**src/design/rfr_pkg.sv**
```systemverilog
// Types and constants for the reader frame receiver.
// No dependencies; imported by every module of the block.
`timescale 1ns / 1ps

package rfr_pkg;

  localparam int unsigned TimeoutW = 16;
  localparam logic [TimeoutW-1:0] TIMEOUT_RESET = 16'd1000;

  // input opcodes
  localparam logic [1:0] OP_BYTE  = 2'd0;
  localparam logic [1:0] OP_TICK  = 2'd1;
  localparam logic [1:0] OP_START = 2'd2;

  // result kinds
  localparam logic KIND_PAYLOAD = 1'b0;
  localparam logic KIND_STATUS  = 1'b1;

  // frame status codes
  localparam logic [2:0] ST_OK        = 3'd0;
  localparam logic [2:0] ST_BAD_START = 3'd1;
  localparam logic [2:0] ST_BAD_LCS   = 3'd2;
  localparam logic [2:0] ST_ZERO_LEN  = 3'd3;
  localparam logic [2:0] ST_BAD_DCS   = 3'd4;
  localparam logic [2:0] ST_BAD_POST  = 3'd5;
  localparam logic [2:0] ST_TIMEOUT   = 3'd6;

  localparam logic [7:0] PREAMBLE_BYTE  = 8'h00;
  localparam logic [7:0] START_LAST     = 8'hFF;
  localparam logic [7:0] POSTAMBLE_BYTE = 8'h00;

  typedef struct packed {
    logic [1:0] opcode;
    logic [7:0] byte_value;
  } item_t;

  typedef struct packed {
    logic       result_kind;
    logic [7:0] payload_byte;
    logic [2:0] status;
    logic [7:0] payload_length;
    logic       last;
  } result_t;

endpackage

```
**src/design/rfr_in_stage.sv**
```systemverilog
// Input register for the reader frame receiver: holds one accepted beat.
// Depends on rfr_pkg.
`timescale 1ns / 1ps

module rfr_in_stage (
  input  logic           clk,
  input  logic           rst,
  input  logic           s_valid,
  output logic           s_ready,
  input  rfr_pkg::item_t s_item,
  input  logic           take,
  output logic           item_valid,
  output rfr_pkg::item_t item
);
  import rfr_pkg::*;

  logic full;

  assign s_ready    = !full || take;
  assign item_valid = full;

  always_ff @(posedge clk) begin
    if (rst) begin
      full <= 1'b0;
    end else if (s_ready) begin
      full <= s_valid;
    end
  end

  always_ff @(posedge clk) begin
    if (s_valid && s_ready) begin
      item <= s_item;
    end
  end

endmodule

```
**src/design/rfr_step.sv**
```systemverilog
// Frame parser state and per-beat decode logic.
// Depends on rfr_pkg; one item is processed in the cycle that fire is high.
`timescale 1ns / 1ps

module rfr_step (
  input  logic                             clk,
  input  logic                             rst,
  input  logic                             fire,
  input  rfr_pkg::item_t                   item,
  input  logic [rfr_pkg::TimeoutW-1:0]     timeout_ticks,
  output logic                             res_valid,
  output rfr_pkg::result_t                 res
);
  import rfr_pkg::*;

  typedef enum logic [2:0] {
    PH_IDLE, PH_START, PH_LEN, PH_LCS, PH_BODY, PH_DCS, PH_POST
  } phase_t;

  phase_t            phase, phase_next;
  logic [1:0]        header_count, header_count_next;
  logic [7:0]        frame_length, frame_length_next;
  logic [7:0]        bytes_left, bytes_left_next;
  logic [7:0]        running_sum, running_sum_next;
  logic [TimeoutW-1:0] elapsed_ticks, elapsed_ticks_next;

  logic [7:0] b;
  logic [7:0] expected;
  logic [7:0] bytes_left_dec;

  assign b              = item.byte_value;
  assign expected       = (header_count == 2'd2) ? START_LAST : PREAMBLE_BYTE;
  assign bytes_left_dec = bytes_left - 8'd1;

  always_comb begin
    phase_next         = phase;
    header_count_next  = header_count;
    frame_length_next  = frame_length;
    bytes_left_next    = bytes_left;
    running_sum_next   = running_sum;
    elapsed_ticks_next = elapsed_ticks;
    res_valid          = 1'b0;
    res                = '0;

    if (item.opcode == OP_START) begin
      phase_next         = PH_START;
      header_count_next  = '0;
      frame_length_next  = '0;
      bytes_left_next    = '0;
      running_sum_next   = '0;
      elapsed_ticks_next = '0;
    end else if (item.opcode == OP_TICK && phase != PH_IDLE) begin
      if (elapsed_ticks != '1) begin
        elapsed_ticks_next = elapsed_ticks + 1'b1;
      end
      if (elapsed_ticks_next >= timeout_ticks) begin
        res_valid       = 1'b1;
        res.result_kind = KIND_STATUS;
        res.status      = ST_TIMEOUT;
        res.last        = 1'b1;
        phase_next      = PH_IDLE;
      end
    end else if (item.opcode == OP_BYTE && phase != PH_IDLE) begin
      case (phase)
        PH_START: begin
          if (b != expected) begin
            res_valid  = 1'b1;
            res.status = ST_BAD_START;
          end else if (header_count == 2'd2) begin
            header_count_next = '0;
            phase_next        = PH_LEN;
          end else begin
            header_count_next = header_count + 2'd1;
          end
        end
        PH_LEN: begin
          frame_length_next = b;
          phase_next        = PH_LCS;
        end
        PH_LCS: begin
          if (frame_length + b != 8'd0) begin
            res_valid  = 1'b1;
            res.status = ST_BAD_LCS;
          end else if (frame_length == 8'd0) begin
            res_valid  = 1'b1;
            res.status = ST_ZERO_LEN;
          end else begin
            bytes_left_next  = frame_length;
            running_sum_next = '0;
            phase_next       = PH_BODY;
          end
        end
        PH_BODY: begin
          running_sum_next = running_sum + b;
          bytes_left_next  = bytes_left_dec;
          if (bytes_left_dec == 8'd0) begin
            phase_next = PH_DCS;
          end
          // first body byte is the direction byte, summed but not sent
          if (bytes_left != frame_length) begin
            res_valid        = 1'b1;
            res.result_kind  = KIND_PAYLOAD;
            res.payload_byte = b;
          end
        end
        PH_DCS: begin
          if (running_sum + b != 8'd0) begin
            res_valid  = 1'b1;
            res.status = ST_BAD_DCS;
          end else begin
            phase_next = PH_POST;
          end
        end
        PH_POST: begin
          res_valid = 1'b1;
          if (b != POSTAMBLE_BYTE) begin
            res.status = ST_BAD_POST;
          end else begin
            res.status         = ST_OK;
            res.payload_length = frame_length - 8'd1;
          end
        end
        default: begin
          phase_next = PH_IDLE;
        end
      endcase
      if (res_valid && phase != PH_BODY) begin
        res.result_kind = KIND_STATUS;
        res.last        = 1'b1;
        phase_next      = PH_IDLE;
      end
    end
  end

  always_ff @(posedge clk) begin
    if (rst) begin
      phase         <= PH_IDLE;
      header_count  <= '0;
      frame_length  <= '0;
      bytes_left    <= '0;
      running_sum   <= '0;
      elapsed_ticks <= '0;
    end else if (fire) begin
      phase         <= phase_next;
      header_count  <= header_count_next;
      frame_length  <= frame_length_next;
      bytes_left    <= bytes_left_next;
      running_sum   <= running_sum_next;
      elapsed_ticks <= elapsed_ticks_next;
    end
  end

endmodule

```
**src/design/rfr_out_stage.sv**
```systemverilog
// Result register for the reader frame receiver, drives the master stream.
// Depends on rfr_pkg.
`timescale 1ns / 1ps

module rfr_out_stage (
  input  logic             clk,
  input  logic             rst,
  input  logic             load,
  input  rfr_pkg::result_t res,
  output logic             free,
  output logic             m_valid,
  input  logic             m_ready,
  output rfr_pkg::result_t m_res
);
  import rfr_pkg::*;

  assign free = !m_valid || m_ready;

  always_ff @(posedge clk) begin
    if (rst) begin
      m_valid <= 1'b0;
    end else if (load) begin
      m_valid <= 1'b1;
    end else if (m_ready) begin
      m_valid <= 1'b0;
    end
  end

  always_ff @(posedge clk) begin
    if (load) begin
      m_res <= res;
    end
  end

endmodule

```
**src/design/reader_frame_receiver_unit.sv**
```systemverilog
// Top level of the reader frame receiver: input register, parser, result register.
// Depends on rfr_pkg, rfr_in_stage, rfr_step, rfr_out_stage.
//
//   channel   dir  beat contents
//   s_axis    in   tuser: opcode; tdata: byte_value
//   m_axis    out  tuser: result_kind; tlast: last; tdata: byte/status/length
//   cfg       in   timeout_ticks write, applies at once
//
// One beat per cycle unless m_axis stalls; the result of an accepted beat (if any) is
// computed by the parser from the input register and loaded into the result register,
// which offers it on m_axis. The parser updates its state on each fired beat.
// rst is synchronous; it clears the parser to idle and the timeout to 1000 ticks.
// A stall on m_axis holds the result register and one beat in the input register.
`timescale 1ns / 1ps

module reader_frame_receiver_unit (
  input  logic        clk,
  input  logic        rst,
  input  logic        s_axis_tvalid,
  output logic        s_axis_tready,
  input  logic [7:0]  s_axis_tdata,   // [7:0] byte_value
  input  logic [1:0]  s_axis_tuser,   // [1:0] opcode
  output logic        m_axis_tvalid,
  input  logic        m_axis_tready,
  output logic [23:0] m_axis_tdata,   // [7:0] payload_byte, [10:8] status,
                                      // [18:11] payload_length, [23:19] zero
  output logic        m_axis_tuser,   // [0] result_kind
  output logic        m_axis_tlast,
  input  logic        cfg_wr_en,
  input  logic [15:0] cfg_wr_data
);
  import rfr_pkg::*;

  logic [TimeoutW-1:0] timeout_ticks;
  item_t   s_item, item;
  logic    item_valid, fire, free, res_valid;
  result_t res, m_res;

  always_ff @(posedge clk) begin
    if (rst) begin
      timeout_ticks <= TIMEOUT_RESET;
    end else if (cfg_wr_en) begin
      timeout_ticks <= cfg_wr_data;
    end
  end

  assign s_item.opcode     = s_axis_tuser;
  assign s_item.byte_value = s_axis_tdata;
  assign fire              = item_valid && free;

  rfr_in_stage u_in (
    .clk        (clk),
    .rst        (rst),
    .s_valid    (s_axis_tvalid),
    .s_ready    (s_axis_tready),
    .s_item     (s_item),
    .take       (fire),
    .item_valid (item_valid),
    .item       (item)
  );

  rfr_step u_step (
    .clk           (clk),
    .rst           (rst),
    .fire          (fire),
    .item          (item),
    .timeout_ticks (timeout_ticks),
    .res_valid     (res_valid),
    .res           (res)
  );

  rfr_out_stage u_out (
    .clk     (clk),
    .rst     (rst),
    .load    (fire && res_valid),
    .res     (res),
    .free    (free),
    .m_valid (m_axis_tvalid),
    .m_ready (m_axis_tready),
    .m_res   (m_res)
  );

  assign m_axis_tdata = {5'd0, m_res.payload_length, m_res.status, m_res.payload_byte};
  assign m_axis_tuser = m_res.result_kind;
  assign m_axis_tlast = m_res.last;

endmodule

```
**config.mk**
```make
export PLATFORM = sky130hd
export DESIGN_NAME = reader_frame_receiver_unit
export DESIGN_NICKNAME = d
export VERILOG_FILES = /design/src/design/rfr_pkg.sv /design/src/design/rfr_in_stage.sv /design/src/design/rfr_step.sv /design/src/design/rfr_out_stage.sv /design/src/design/reader_frame_receiver_unit.sv
export SDC_FILE = /design/constraint.sdc
export NUM_CORES = 1
export LEC_CHECK = 0
export ABC_AREA = 1
export BUFFER_PORTS_ARGS = -buffer_cell sky130_fd_sc_hd__buf_2
export CAP_MARGIN = 20
export CORE_MARGIN = 3
export CORE_UTILIZATION = 56
export CTS_BUF_LIST = sky130_fd_sc_hd__clkbuf_4
export CTS_CLUSTER_SIZE = 12
export DETAILED_ROUTE_END_ITERATION = 16
export PLACE_DENSITY = 0.84
export SLEW_MARGIN = 20
export SYNTH_ARGS = -nofsm -noshare
export SYNTH_HDL_FRONTEND = slang
export SYNTH_SLANG_ARGS = --single-unit
```
**constraint.sdc**
```tcl
create_clock -name clk -period 3.4 [get_ports clk]
set_input_delay 0.51 -clock clk [delete_from_list [all_inputs] [get_ports clk]]
set_output_delay 0.51 -clock clk [all_outputs]
set_load 0.01 [all_outputs]
```
==> impl_metrics.yaml <==
status:
  status: "finished, final reports clean"
floorplanning:
  dieArea_um2: 11430
  die_w_um: 106.9
  start_util_pct: 58.05
  coreArea_um2: 9819
  die_h_um: 106.9
  ios: 59
  num_rows: 36
timing:
  clock.fmax_mhz: 319.8
  setup_viol: 0
  timing.final.crit_share_pct: 91.96
  tightest_slew_ps: 665.4
  slew_viol_final: 0
  fin_skew_ps: 19.82
  rsz0062_at_grt: "no"
  relSlewSlack_pct: 55.59
  hold_viol: 0
  holdWs_ps: 235.7
  final.setup.tns_ps: 0
  min_period_ps: 3126
yosys:
  syn_inst: 762
  synth_seq_cells: 93
  synthTopCellsByArea: "dfxtp_1 22%, edfxtp_1 16%, nand2_1 11%"
  synth.distinct_cells: 41
  synth_area_per_cell_um2: 7.481
  synth_edf_count: 30
  synth_area_um2: 5700
  synth_warnings: 0
  yosys.area.top_type_share_pct: 22.12
  async_reset_ff_share_pct: 0
  yosys.area.top_type: "dfxtp_1"
  ys.flop_type: "dfxtp_1"
  yosysSeqAreaShare_pct: 37.93
  synth_commonest_cells: "169 x nand2_1, 93 x inv_1, 89 x a21oi_1"
  synth.most_common_cell: "nand2_1"
final_layout:
  layout.cells.non_filler: 949
  area_delta_synth_final_pct: 8.560
  layout.nets: 878
  post-route-cell-area_um2: 6188
  drive_gt1_share_pct: 13.11
  antenna_cells: 0
clocking:
  post_cts.repair.setup_buffers: 0
  cts_made_buffers: 9
  clockBufferDepth: 2
  hold_buffers: 0
  clk_pin_slew_ps: 130
  clkLatencyLatePin_ps: 440
  tritoncts: "done"
  cts.sinks: 93
  h-tree-depth: 3
  root_buffer: "clkbuf_4"
critical_path:
  crit_arrival_ps: 3270
  cp-end-kind: "flop"
  crit_buf_inv: 3
  path_max_fanout: 20
  cp.required_ps: 3540
  critPathMaxStageDelay_ps: 430
  crit_chain: "nand4_2, nor3_2, nand3_1, nor4_1, nor2_1, ha_1, nand2_1, inv_1, nand3_1, nor3_2, nand3_1, nand3_1, nand2_1, nand2_1, nand2_1, inv_1, buf_6"
  startpoint_type: "flop"
  critical-path-top-delay-family: "simple AND/OR/NAND/NOR gates"
  timing.rr.start: "u_step.elapsed_ticks[5]"
  cp-startpoint: "u_step.elapsed_ticks[5]"
  cpMaxStageDelayCell: "dfxtp_1"
  worstSetupPathType: "reg -> reg"
drt:
  wire_per_inst_um: 14.17
  vias: 5296
  drt_iter0_drc: 569
  wirelength_um: 13450
  via_per_inst: 5.581
  ant_nets: 0
  drc: 0
  firstDrtPassIters: 5
placement:
  post-place-cells: 933
  hpwl_um: 10150
  placed_area_um2: 6042
  gp_congestion: 0.8903
  port_buffers: 53
global_route:
  grt_pass1_wl_um: 22140
  antenna_found_initial: 0
  grt-ovfl-total: 0
  grt_max_degree: 49
  grt_pass1_vias: 4874
  grt.total_usage_pct: 24.07
worst_hold_path:
  min_from: "s_axis_tuser[1]"
  hold_path_class: "in -> reg"
pwr:
  irDropWorstVdd_mv: 0.2304
  p_leak_uw: 0.002776
  pwr_density_cell_nw_per_um2: 331.4
job:
  max-cap-violations: 0
## power breakdown
| part | total, µW | internal [µW] | switching [µW] |
|---|---|---|---|
| Sequential | 1200 | 1170 | 29.9 |
| Clock | 607 | 254 | 353 |
| Combinational | 244 | 80.5 | 163 |
| Total | 2050 | 1510 | 546 |
## final timing paths
check	end	slack, ps	cells after the start
max	u_out.m_res[7]	270	17
min	u_in.item[9]	240	1
min reg2reg	u_step.running_sum[2]	480	2
max reg2reg	u_out.m_res[7]	270	17
## what timing repair did
action,in CTS,in global routing
endpoints found under the hold margin,0,0
setup endpoints to repair,0,22
resized for setup,0,4
## cells by family after synthesis
family,synth area share (%)
simple gates,26.21
buf+inv,8.823
flops,37.93
compound gates,14.68
other cells,0.06578
xor+xnor,4.127
fa+ha+maj,8.165
## metrics by stage
stage / worst slack (ps) / util [%] / power [µW]
6_report: 273.5 / 63.02 / 2051
5_1_grt: 9.031 / 63.02 / 2131
4_1_cts: 122.3 / 62.91 / 2047
3_5_place_dp: 160.6 / 61.53 / 1460
3_3_place_gp: 355.7 / 61.53 / 1450
2_1_floorplan: 324.4 / - / 1390
## cell usage in the layout (no fill, tap or decap), types with 3 or more instances in the layout
| cell | Yosys | layout |
|---|---|---|
| buf_4 | 6 | 3 |
| nand4_1 | 18 | 18 |
| nand3_1 | 48 | 48 |
| o21a_1 | 3 | 3 |
| a211oi_1 | 3 | 3 |
| nor2_4 | 3 | 3 |
| nand2_2 | 3 | 3 |
| nor2_1 | 69 | 69 |
| ha_1 | 34 | 34 |
| xor2_1 | 19 | 19 |
| conb_1 | 1 | 5 |
| nand2_4 | 3 | 3 |
| nor3_1 | 14 | 13 |
| buf_2 | 3 | 53 |
| nand2_1 | 169 | 169 |
| inv_1 | 93 | 93 |
| inv_2 | 5 | 5 |
| a31oi_1 | 4 | 4 |
| dfxtp_1 | 63 | 61 |
| clkbuf_4 | 0 | 13 |
| a211oi_2 | 8 | 8 |
| o21ai_0 | 35 | 35 |
| xnor2_1 | 6 | 6 |
| a21oi_1 | 89 | 89 |
| edfxtp_1 | 30 | 30 |
## metal layers
| metal | wire (µm) | vias up | GRT usage (%) |
|---|---|---|---|
| met4 | 381 | 0 | 9.954 |
| met5 | 0 | - | 0 |
| met3 | 1274 | 37 | 5.780 |
| met1 | 5891 | 2383 | 32.81 |
| li1 | - | 2611 | - |
| met2 | 5898 | 265 | 36.78 |
## sequential cells by signal, indices dropped and copies added (netlist names)
name                  count
u_out.m_res              20
timeout_ticks            16
u_step.elapsed_ticks     16
u_in.item                10
u_step.bytes_left         8
u_step.frame_length       8
u_step.running_sum        8
u_step.phase              3
u_step.header_count       2
u_in.item_valid           1
u_out.m_valid             1
## final cells by class
class                   instances  area, µm²
fillers                       888       3631
clock inverters                 3      37.54
flip-flops and latches         93       2165
clock buffers                  13      97.59
well taps                     133      166.4
inverters                      98      367.9
multi-input cells             552       3055
repair buffers                 57      299.0
No activity file was read; power rests on OpenSTA's default activity.
